## config.mk

```make
export PLATFORM = sky130hd
export DESIGN_NAME = lcs_length_engine
export DESIGN_NICKNAME = d
export VERILOG_FILES = /design/src/rtl/core/lcs_pkg.sv /design/src/rtl/core/lcs_length_engine.sv /design/src/rtl/core/lcs_cell.sv
export SDC_FILE = /design/constraint.sdc
export NUM_CORES = 2
export LEC_CHECK = 0
export BUFFER_PORTS_ARGS = -buffer_cell sky130_fd_sc_hd__clkbuf_2
export CORE_AREA = 2 2 419 421
export CTS_CLUSTER_DIAMETER = 120
export DETAILED_ROUTE_END_ITERATION = 12
export DIE_AREA = 0 0 421 423
export PLACE_DENSITY = 0.59
export SLEW_MARGIN = 30
export SYNTH_ARGS = -nofsm -noshare
export SYNTH_HDL_FRONTEND = slang
export SYNTH_SLANG_ARGS = --single-unit
```

## constraint.sdc

```tcl
create_clock -name clk -period 60.5 [get_ports clk]
set_clock_uncertainty 0.15 [all_clocks]
set_input_delay 18.15 -clock clk [delete_from_list [all_inputs] [get_ports clk]]
set_output_delay 18.15 -clock clk [all_outputs]
set_load 0.005 [all_outputs]
```

## src/rtl/core/lcs_pkg.sv

```systemverilog
// Shared types and constants for the LCS length engine.
`timescale 1ns / 1ps
package lcs_pkg;

	localparam int SYM_W = 8;
	localparam int LEN_W = 6;

	typedef enum logic {
		OP_LOAD,
		OP_TEXT
	} op_t;

	// Control that travels with each token down the cell chain.
	typedef struct packed {
		logic valid;
		op_t  op;
		logic clr;   // zero the row before a pattern load
		logic last;  // last text symbol: zero the row after the update
		logic ovf;   // overflow flag captured at intake
	} ctrl_t;

endpackage

```

## src/rtl/core/lcs_length_engine.sv

```systemverilog
// Top level of the LCS length engine: intake control, cell chain, result register.
`timescale 1ns / 1ps
// Computes the length of the longest common subsequence of a pattern and a text,
// both byte strings. Send pattern bytes with tuser = 0 (tlast on the final one),
// then text bytes with tuser = 1; tlast on the final text byte yields one result
// transfer and clears the engine for the next pair. Pattern bytes beyond MAX_LEN
// are dropped and reported in the result's tuser. A pattern byte that follows
// text or a finished pattern starts a new pair. Every byte flows through a chain
// of MAX_LEN cells, one cell per pattern position, as a diagonal wavefront, so
// one transfer is taken per clock; the result passes through every cell register
// and then the output register. Input is held off only while a result sits at
// the end of the chain and the output register is full and not being drained.
module lcs_length_engine #(
	parameter int MAX_LEN = 32
) (
	input  logic       clk,
	input  logic       arst_n,
	input  logic       s_axis_tvalid,
	output logic       s_axis_tready,
	input  logic [7:0] s_axis_tdata,   // [7:0] symbol
	input  logic       s_axis_tuser,   // [0] string_sel
	input  logic       s_axis_tlast,
	output logic       m_axis_tvalid,
	input  logic       m_axis_tready,
	output logic [7:0] m_axis_tdata,   // [5:0] lcs_length, [7:6] zero
	output logic       m_axis_tuser    // [0] pattern_overflow
);
	import lcs_pkg::*;

	localparam int CW = $clog2(MAX_LEN + 1);
	localparam logic [CW-1:0] MAX_CNT = CW'(MAX_LEN);

	ctrl_t            ch_ctrl [0:MAX_LEN];
	logic [SYM_W-1:0] ch_sym  [0:MAX_LEN];
	logic [CW-1:0]    ch_cnt  [0:MAX_LEN];
	logic [CW-1:0]    ch_left [0:MAX_LEN];
	logic [CW-1:0]    ch_diag [0:MAX_LEN];
	logic [CW-1:0]    ch_res  [0:MAX_LEN];

	logic [CW-1:0]    cnt_q;
	logic             ovf_q;
	logic             done_q;
	logic             out_valid_q;
	logic [LEN_W-1:0] out_len_q;
	logic             out_ovf_q;

	logic             adv;
	logic             in_fire;
	logic             is_text;
	logic             clr_now;
	logic [CW-1:0]    cnt_eff;
	logic             room;
	logic             tail_result;
	logic [LEN_W-1:0] tail_len;

	// intake
	assign is_text = s_axis_tuser;
	assign clr_now = !is_text && done_q;
	assign cnt_eff = clr_now ? '0 : cnt_q;
	assign room    = cnt_eff < MAX_CNT;

	assign tail_result = ch_ctrl[MAX_LEN].valid && (ch_ctrl[MAX_LEN].op == OP_TEXT) &&
	                     ch_ctrl[MAX_LEN].last;
	assign adv           = !(out_valid_q && !m_axis_tready && tail_result);
	assign s_axis_tready = adv;
	assign in_fire       = s_axis_tvalid && adv;

	always_ff @(posedge clk or negedge arst_n) begin
		if (!arst_n) begin
			cnt_q  <= '0;
			ovf_q  <= 1'b0;
			done_q <= 1'b0;
		end else if (in_fire) begin
			if (is_text) begin
				if (s_axis_tlast) begin
					cnt_q  <= '0;
					ovf_q  <= 1'b0;
					done_q <= 1'b0;
				end else begin
					done_q <= 1'b1;
				end
			end else begin
				done_q <= s_axis_tlast;
				if (room) begin
					cnt_q <= cnt_eff + CW'(1);
					ovf_q <= clr_now ? 1'b0 : ovf_q;
				end else begin
					cnt_q <= cnt_eff;
					ovf_q <= 1'b1;
				end
			end
		end
	end

	always_comb begin
		ch_ctrl[0].valid = in_fire;
		ch_ctrl[0].op    = is_text ? OP_TEXT : OP_LOAD;
		ch_ctrl[0].clr   = clr_now;
		ch_ctrl[0].last  = s_axis_tlast;
		ch_ctrl[0].ovf   = ovf_q;
	end

	assign ch_sym[0]  = s_axis_tdata;
	assign ch_cnt[0]  = is_text ? cnt_q : cnt_eff;
	assign ch_left[0] = '0;
	assign ch_diag[0] = '0;
	assign ch_res[0]  = '0;

	// cell chain
	for (genvar i = 0; i < MAX_LEN; i++) begin : g_cell
		lcs_cell #(
			.MAX_LEN(MAX_LEN),
			.J      (i)
		) u_cell (
			.clk    (clk),
			.arst_n (arst_n),
			.en     (adv),
			.ctrl_in(ch_ctrl[i]),
			.sym_in (ch_sym[i]),
			.cnt_in (ch_cnt[i]),
			.left_in(ch_left[i]),
			.diag_in(ch_diag[i]),
			.res_in (ch_res[i]),
			.ctrl_q (ch_ctrl[i+1]),
			.sym_q  (ch_sym[i+1]),
			.cnt_q  (ch_cnt[i+1]),
			.left_q (ch_left[i+1]),
			.diag_q (ch_diag[i+1]),
			.res_q  (ch_res[i+1])
		);
	end

	if (CW >= LEN_W) begin : g_trunc
		assign tail_len = ch_res[MAX_LEN][LEN_W-1:0];
	end else begin : g_ext
		assign tail_len = {{(LEN_W - CW){1'b0}}, ch_res[MAX_LEN]};
	end

	// result register
	always_ff @(posedge clk or negedge arst_n) begin
		if (!arst_n) begin
			out_valid_q <= 1'b0;
		end else if (adv && tail_result) begin
			out_valid_q <= 1'b1;
		end else if (m_axis_tready) begin
			out_valid_q <= 1'b0;
		end
	end

	always_ff @(posedge clk) begin
		if (adv && tail_result) begin
			out_len_q <= tail_len;
			out_ovf_q <= ch_ctrl[MAX_LEN].ovf;
		end
	end

	assign m_axis_tvalid = out_valid_q;
	assign m_axis_tdata  = {{(8 - LEN_W){1'b0}}, out_len_q};
	assign m_axis_tuser  = out_ovf_q;

`ifndef SYNTHESIS
	a_stall_only_on_blocked_result : assert property (@(posedge clk) disable iff (!arst_n)
		!s_axis_tready |-> (m_axis_tvalid && !m_axis_tready))
		else $error("input stalled without a blocked result");

	a_count_bounded : assert property (@(posedge clk) disable iff (!arst_n)
		cnt_q <= MAX_CNT)
		else $error("pattern count beyond capacity");

	a_overflow_only_when_full : assert property (@(posedge clk) disable iff (!arst_n)
		ovf_q |-> (cnt_q == MAX_CNT))
		else $error("overflow flagged before pattern store was full");

	a_result_loads_output : assert property (@(posedge clk) disable iff (!arst_n)
		(adv && tail_result) |=> m_axis_tvalid)
		else $error("result from chain not captured");
`endif

endmodule

```

## src/rtl/core/lcs_cell.sv

```systemverilog
// One cell of the LCS chain: one pattern symbol and one row entry.
`timescale 1ns / 1ps
module lcs_cell #(
	parameter int MAX_LEN = 32,
	parameter int J = 0
) (
	input  logic                             clk,
	input  logic                             arst_n,
	input  logic                             en,
	input  lcs_pkg::ctrl_t                   ctrl_in,
	input  logic [lcs_pkg::SYM_W-1:0]        sym_in,
	input  logic [$clog2(MAX_LEN+1)-1:0]     cnt_in,
	input  logic [$clog2(MAX_LEN+1)-1:0]     left_in,
	input  logic [$clog2(MAX_LEN+1)-1:0]     diag_in,
	input  logic [$clog2(MAX_LEN+1)-1:0]     res_in,
	output lcs_pkg::ctrl_t                   ctrl_q,
	output logic [lcs_pkg::SYM_W-1:0]        sym_q,
	output logic [$clog2(MAX_LEN+1)-1:0]     cnt_q,
	output logic [$clog2(MAX_LEN+1)-1:0]     left_q,
	output logic [$clog2(MAX_LEN+1)-1:0]     diag_q,
	output logic [$clog2(MAX_LEN+1)-1:0]     res_q
);
	import lcs_pkg::*;

	localparam int CW = $clog2(MAX_LEN + 1);
	localparam logic [CW-1:0] POS      = CW'(J);
	localparam logic [CW-1:0] POS_NEXT = CW'(J + 1);

	logic [SYM_W-1:0] pat_q;
	logic [CW-1:0]    row_q;
	logic             active;
	logic [CW-1:0]    cell_val;
	logic             take;

	assign take     = en && ctrl_in.valid;
	assign active   = (ctrl_in.op == OP_TEXT) && (cnt_in > POS);
	assign cell_val = (pat_q == sym_in) ? (diag_in + CW'(1)) :
	                  ((row_q >= left_in) ? row_q : left_in);

	always_ff @(posedge clk or negedge arst_n) begin
		if (!arst_n) begin
			row_q <= '0;
		end else if (take) begin
			if (ctrl_in.op == OP_LOAD) begin
				if (ctrl_in.clr)
					row_q <= '0;
			end else if (ctrl_in.last) begin
				row_q <= '0;
			end else if (active) begin
				row_q <= cell_val;
			end
		end
	end

	always_ff @(posedge clk) begin
		if (take && ctrl_in.op == OP_LOAD && cnt_in == POS)
			pat_q <= sym_in;
	end

	always_ff @(posedge clk or negedge arst_n) begin
		if (!arst_n) begin
			ctrl_q <= '0;
		end else if (en) begin
			ctrl_q <= ctrl_in;
		end
	end

	always_ff @(posedge clk) begin
		if (en) begin
			sym_q  <= sym_in;
			cnt_q  <= cnt_in;
			left_q <= active ? cell_val : left_in;
			diag_q <= row_q;
			res_q  <= (active && cnt_in == POS_NEXT) ? cell_val : res_in;
		end
	end

endmodule

```

After elaboration in Yosys (flattened, before gate mapping)
Index checks and enable logic that the tools add are counted.
{"block": "word_totals", "reg_bits": 1621, "input_bits": 14, "word_cells": 1148}
{"block": "classes", "addsub": 32, "magnitude_cmp": 65, "n_eq_ne": 129, "n_mux": 267, "bitwise": 32, "n_reduce_logical": 238}
{"cell": "2-to-1 mux 6 bit", "n": 258}
{"cell": "equality test 8 bit", "n": 32}
{"cell": "adder 6 x 1 -> 6 bit (second input constant)", "n": 32}
{"cell": "equality test 6 x 5 -> 1 bit (second input constant)", "n": 32}
{"cell": "greater-or-equal comparator 6 bit", "n": 31}
{"cell": "logical AND 1 bit", "n": 167}
{"cell": "AND reduction 3 bit", "n": 33}
{"cell": "equality test 6 x 4 -> 1 bit (second input constant)", "n": 16}
{"cell": "greater-than comparator 6 x 5 -> 1 bit (second input constant)", "n": 16}
{"cell": "inequality test 3 x 2 -> 1 bit (second input constant)", "n": 31}
{"cell": "nonzero test 2 bit", "n": 33}
{"cell": "equality test 6 x 3 -> 1 bit (second input constant)", "n": 8}
{"cell": "greater-than comparator 6 x 4 -> 1 bit (second input constant)", "n": 8}
{"cell": "inverter 1 bit", "n": 32}
{"cell": "equality test 6 x 2 -> 1 bit (second input constant)", "n": 4}
{"cell": "greater-than comparator 6 x 3 -> 1 bit (second input constant)", "n": 4}
{"cell": "equality test 6 x 1 -> 1 bit (second input constant)", "n": 2}
{"cell": "greater-than comparator 6 x 1 -> 1 bit (second input constant)", "n": 2}
{"cell": "greater-than comparator 6 x 2 -> 1 bit (second input constant)", "n": 2}
{"cell": "2-to-1 mux 1 bit", "n": 9}
{"cell": "equality test 6 bit (second input constant)", "n": 1}
{"cell": "greater-or-equal comparator 6 x 1 -> 1 bit (second input constant)", "n": 1}
{"cell": "logical NOT 6 bit", "n": 1}
{"cell": "< comparator 6 bit (second input constant)", "n": 1}
{"cell": "other kinds (4)", "n": 7}

Depth between registers and ports, before layout
{"block": "depth", "depth_word": 9, "depth_mapped": 9, "mapped_depth_nobuf": 8}

Modules after synthesis
Synthesis repeated with hierarchy kept, for this count alone.
{"block": "hier_totals", "hier_cells": 6002, "area_unflattened_um2": 77271.6}
{"module": "lcs_cell (g_cell[19].u_cell)", "instances": 1, "cells_each": 186, "area_each_um2": 2473.6}
{"module": "lcs_cell (g_cell[21].u_cell)", "instances": 1, "cells_each": 186, "area_each_um2": 2471.1}
{"module": "lcs_cell (g_cell[27].u_cell)", "instances": 1, "cells_each": 185, "area_each_um2": 2462.4}
{"module": "lcs_cell (g_cell[28].u_cell)", "instances": 1, "cells_each": 192, "area_each_um2": 2452.4}
{"module": "lcs_cell (g_cell[20].u_cell)", "instances": 1, "cells_each": 185, "area_each_um2": 2437.3}
{"module": "lcs_cell (g_cell[4].u_cell)", "instances": 1, "cells_each": 185, "area_each_um2": 2422.3}
{"module": "lcs_cell (g_cell[25].u_cell)", "instances": 1, "cells_each": 183, "area_each_um2": 2416.1}
{"module": "lcs_cell (g_cell[29].u_cell)", "instances": 1, "cells_each": 186, "area_each_um2": 2407.3}
{"module": "lcs_cell (g_cell[24].u_cell)", "instances": 1, "cells_each": 180, "area_each_um2": 2406.1}
{"module": "lcs_cell (g_cell[10].u_cell)", "instances": 1, "cells_each": 188, "area_each_um2": 2402.3}
{"module": "lcs_cell (g_cell[16].u_cell)", "instances": 1, "cells_each": 187, "area_each_um2": 2396.0}
{"module": "lcs_cell (g_cell[15].u_cell)", "instances": 1, "cells_each": 185, "area_each_um2": 2393.5}
{"module": "lcs_cell (g_cell[11].u_cell)", "instances": 1, "cells_each": 182, "area_each_um2": 2389.8}
{"module": "lcs_cell (g_cell[13].u_cell)", "instances": 1, "cells_each": 182, "area_each_um2": 2386.0}
{"module": "+19 rows"}

Worst setup path after synthesis
OpenSTA, ideal clock, no wires.
{"block": "synth_timing", "kind": "input-to-output", "start": "in m_axis_tready", "end": "out s_axis_tready", "arrival_ns": 30.221, "t_required_ns": 42.200, "setup_slack_ns": 11.979, "cell_stages": 6, "path_buffers": 3, "path_cell_list": "nand2b_4 -> nor2_4 -> inv_2 -> buf_2 -> clkbuf_1 -> buf_2"}
{"block": "synth_between", "elab_chain_len": 4}
{"item": "start, declared", "line": "lcs_length_engine.sv:24", "rtl": "input logic m_axis_tready,"}
{"item": "logical NOT 1 bit", "line": "lcs_length_engine.sv:64", "rtl": "assign adv = !(out_valid_q && !m_axis_tready && tail_result);"}
{"item": "logical AND 1 bit (2 in series)", "line": "lcs_length_engine.sv:64"}
{"item": "logical NOT 1 bit", "line": "lcs_length_engine.sv:64"}
{"item": "end, declared", "line": "lcs_length_engine.sv:19", "rtl": "output logic s_axis_tready,"}
Every way passes these cells.

Final worst setup path
Ends and elaborated chain as after synthesis.

==> impl_results.md <==
- Status: finished clean
- Top cells by count, synth: 1261 x edfxtp_1, 917 x nand2_1, 360 x dfrtp_1
- RR Startpoint: g_cell[31].u_cell.ctrl_q[1]
- Reg2reg setup slack: 55.67 ns
- Crit path max-delay cell type: nand2b_4
- CTS tree: yes
- Drt wl/cell: between 15 and 20 um
- DR iter-0 viols: 4100
- CTS max path bufs: 3
- WL final: between 150000 and 200000 um
- Post-synthesis cell count: 5995
- Post-synthesis sequential area ratio: a little over three fifths
- Via count: ~48000
- Vias in the first global route: between 40000 and 50000
- Die Span Y: between 400 and 500 um
- Clk_lat worst skew: just over 0.8 ns
- Minimum clock period: 37.71 ns
- First-pass GRT wire length: approximately 270000 um
- Critical path class: primary input to primary output
- Final period util: between 60 and 70%
- Primary FF master, synth: edfxtp_1
- Top post-synthesis cells by area: edfxtp_1 51%, dfrtp_1 12%, nand2_1 4.6%, xnor2_1 3.7%, ha_1 3.7%
- H-tree Lvls: 4
- Filler cells: ~15000
- Setup crit start: m_axis_tready
- Initial Util: approximately 43%
- Post-synth cell types: between 90 and 100
- Most used cell, CP: clkbuf_2
- Gr usage total: roughly a fifth
- Slew HR: between 20% and 30%
- Post-CTS Resized: 0
- Grt ovf: 0
- #FFs+latches synth: ~1600
- Count leader, synth: edfxtp_1
- Area delta synth->final: 11.7%
- CP endpoint kind: primary output
- Chip Width: about 420 um
- Syn avg cell area: 12.4 um2
- Max Freq: 26.5 MHz
- Avg Vias per Cell: 5.62
- Final Hold Fails: 0
- R2r worst-path depth: 10
- LEAKAGE: between 30 and 40 nW
- Worst min path class: flop to flop
- CTS Sinks: 1621
- FP Rows: around 150
- Slew at the pin closest to its max-slew limit: around 1.1 ns
- Final Max Slew Viols: 0
- HPWL after DPL: 117000 um
- Net count reported at finish: roughly 6300
- Clk slew on worst S/H paths: roughly 0.060 ns
- Crit path max fanout: 43
- Maxcap violations: 0
- Initial antenna violation count: 2
- EDFF count, synth: between 1000 and 1500
- WP buf/inv: 3
- PwrDens: slightly below 40 nW/um2
- Async set-reset flop share out of synthesis: ~22%
- Share of layout cells above drive strength 1: just under 7%
- Num CTS Buffers: ~170
- Largest net degree at the start of global routing: between 150 and 200
- TritonRoute pass-1 iters: 6
- Setup-failing EPs final: 0
- Hold WS: around 0.26 ns
- GP Congestion: a little under 0.9
- WP data required: between 40 and 50 ns
- VDD IR-drop max: just over 0.00003 V
- WP data arrival: 19.41 ns
- CP Depth: 5
- Drt drc: 0
- Core area: between 150000 and 200000 um2
- Critical path launch point type: primary input
- Setup TNS Final: 0 ns
- Routed Antenna Nets: 0
- CP max stage delay: 0.44 ns
- Worst path top cell family by delay: buffers and inverters
- Reg2reg end: g_cell[11].u_cell.row_q[4]
- Warnings from Yosys: 0
- Hold_buf cts: 0
- Post-CTS setup buffer count: 0
- Synth top area share: a little over 50%
- Multi-input logic area: 25600 um2
- RSZ-0062 raised after global routing: no
- Port Buffers: 22
- CP cell instances: clkbuf_2, nand2b_4, nor2_4, inv_8, clkbuf_2
- CP Capture Point: s_axis_tready
- Register area: approximately 47000 um2
- Mapped cell area: approximately 74000 um2
- Worst hold start: g_cell[31].u_cell.res_q[0]
- Full die area: around 180000 um2
- Top Ports: 25
- Final Power: roughly 3.3 mW
- Synth area leader: edfxtp_1
- Clk root buf: clkbuf_16
-- per-layer routing --
| metal | vias up | track usage, % | part of all wire, % |
|---|---|---|---|
| met5 | - | 0 | 0 |
| met4 | 0 | 5.68 | 2.6 |
| li1 | 22900 | - | - |
| met3 | 292 | 2.74 | 4.5 |
| met2 | 1170 | 30.5 | 47 |
| met1 | 23500 | 25.8 | 46 |
-- flip-flops by register name (all words and copies together) (netlist names) --
signal	cells
g_cell.u_cell.cnt_q	186
done_q	1
g_cell.u_cell.ctrl_q	159
g_cell.u_cell.row_q	192
g_cell.u_cell.res_q	192
g_cell.u_cell.left_q	186
ovf_q	1
m_axis_tvalid	1
cnt_q	6
g_cell.u_cell.sym_q	248
g_cell.u_cell.diag_q	186
g_cell.u_cell.pat_q	256
m_axis_tuser	1
out_len_q	6
-- how the worst min path moves through the flow --
stage                   endpoint  slack (ns)  cells after the start
floorplan           out_len_q[0]        0.25                      0
global placement    out_len_q[0]        0.25                      0
detailed placement  out_len_q[0]        0.26                      0
CTS                 out_len_q[0]        0.27                      0
global route        out_len_q[3]        0.28                      0
finish              out_len_q[0]        0.26                      0
-- logic make-up after synthesis --
| family | after synthesis | share of synthesized area (%) |
|---|---|---|
| other | 1 | 0.00505 |
| buffers and inverters | 457 | 2.42 |
| AND/OR/NAND/NOR | 2003 | 12.9 |
| flip-flops | 1621 | 63.2 |
| adder cells (fa/ha/maj) | 219 | 3.69 |
| multiplexers | 4 | 0.0573 |
| AO/OA/AOI/OAI | 1310 | 13.2 |
| XOR/XNOR | 380 | 4.49 |
-- power by group --
| part | total [mW] | internal [mW] | switching, mW |
|---|---|---|---|
| clock network | 1.10 | 0.645 | 0.452 |
| registers | 1.56 | 1.42 | 0.137 |
| logic | 0.601 | 0.204 | 0.397 |
-- layout by cell type (no fill, tap or decap), drive strengths merged, types with 50 or more instances in the layout --
cell | netlist | routed
nand4 | 161 | 161
nor2 | 269 | 269
dfrtp | 360 | 360
xor2 | 67 | 67
edfxtp | 1261 | 1261
o211ai | 99 | 99
nand3 | 173 | 173
nand2 | 917 | 917
o21ai | 121 | 121
ha | 219 | 219
nor3 | 70 | 70
clkbuf | 129 | 251
xnor2 | 313 | 313
a21oi | 125 | 125
a211oi | 230 | 230
nor4 | 50 | 50
inv | 268 | 278
a21o | 58 | 58
clkinv | 0 | 52
and2 | 54 | 54
o31ai | 283 | 283
-- worst reg2reg max path: stages (launching register included) --
cell and delay (ns):
dfrtp_1 0.37, nand3_2 0.07, buf_4 0.44, nor2_4 0.14
inv_8 0.31, buf_12 0.51, buf_4 0.79, buf_4 0.86
nand2_1 0.30, or3_1 0.52, o31ai_1 0.27
-- area by class of cell --
cell class              count  area share, %
diodes                      1        0.00302
clock buffers             230           5.74
clock inverters            93           1.45
inverters                 268           1.22
multi-input cells        3918           30.9
flip-flops and latches   1621           56.6
well taps                2325           3.51
repair buffers             62          0.580
-- stage by stage --
stage	util (%)	worst slack [ns]	instances	cell area [um2]
floorplan	-	11.98	5996	74200
global placement	44.3	22.72	8194	76800
detailed placement	44.4	22.73	8194	76900
CTS	47.8	22.72	8517	82800
global route	47.8	22.69	8517	82900
finish	47.8	22.79	8518	82900
Note: power is estimated with default switching activity, not from simulation.
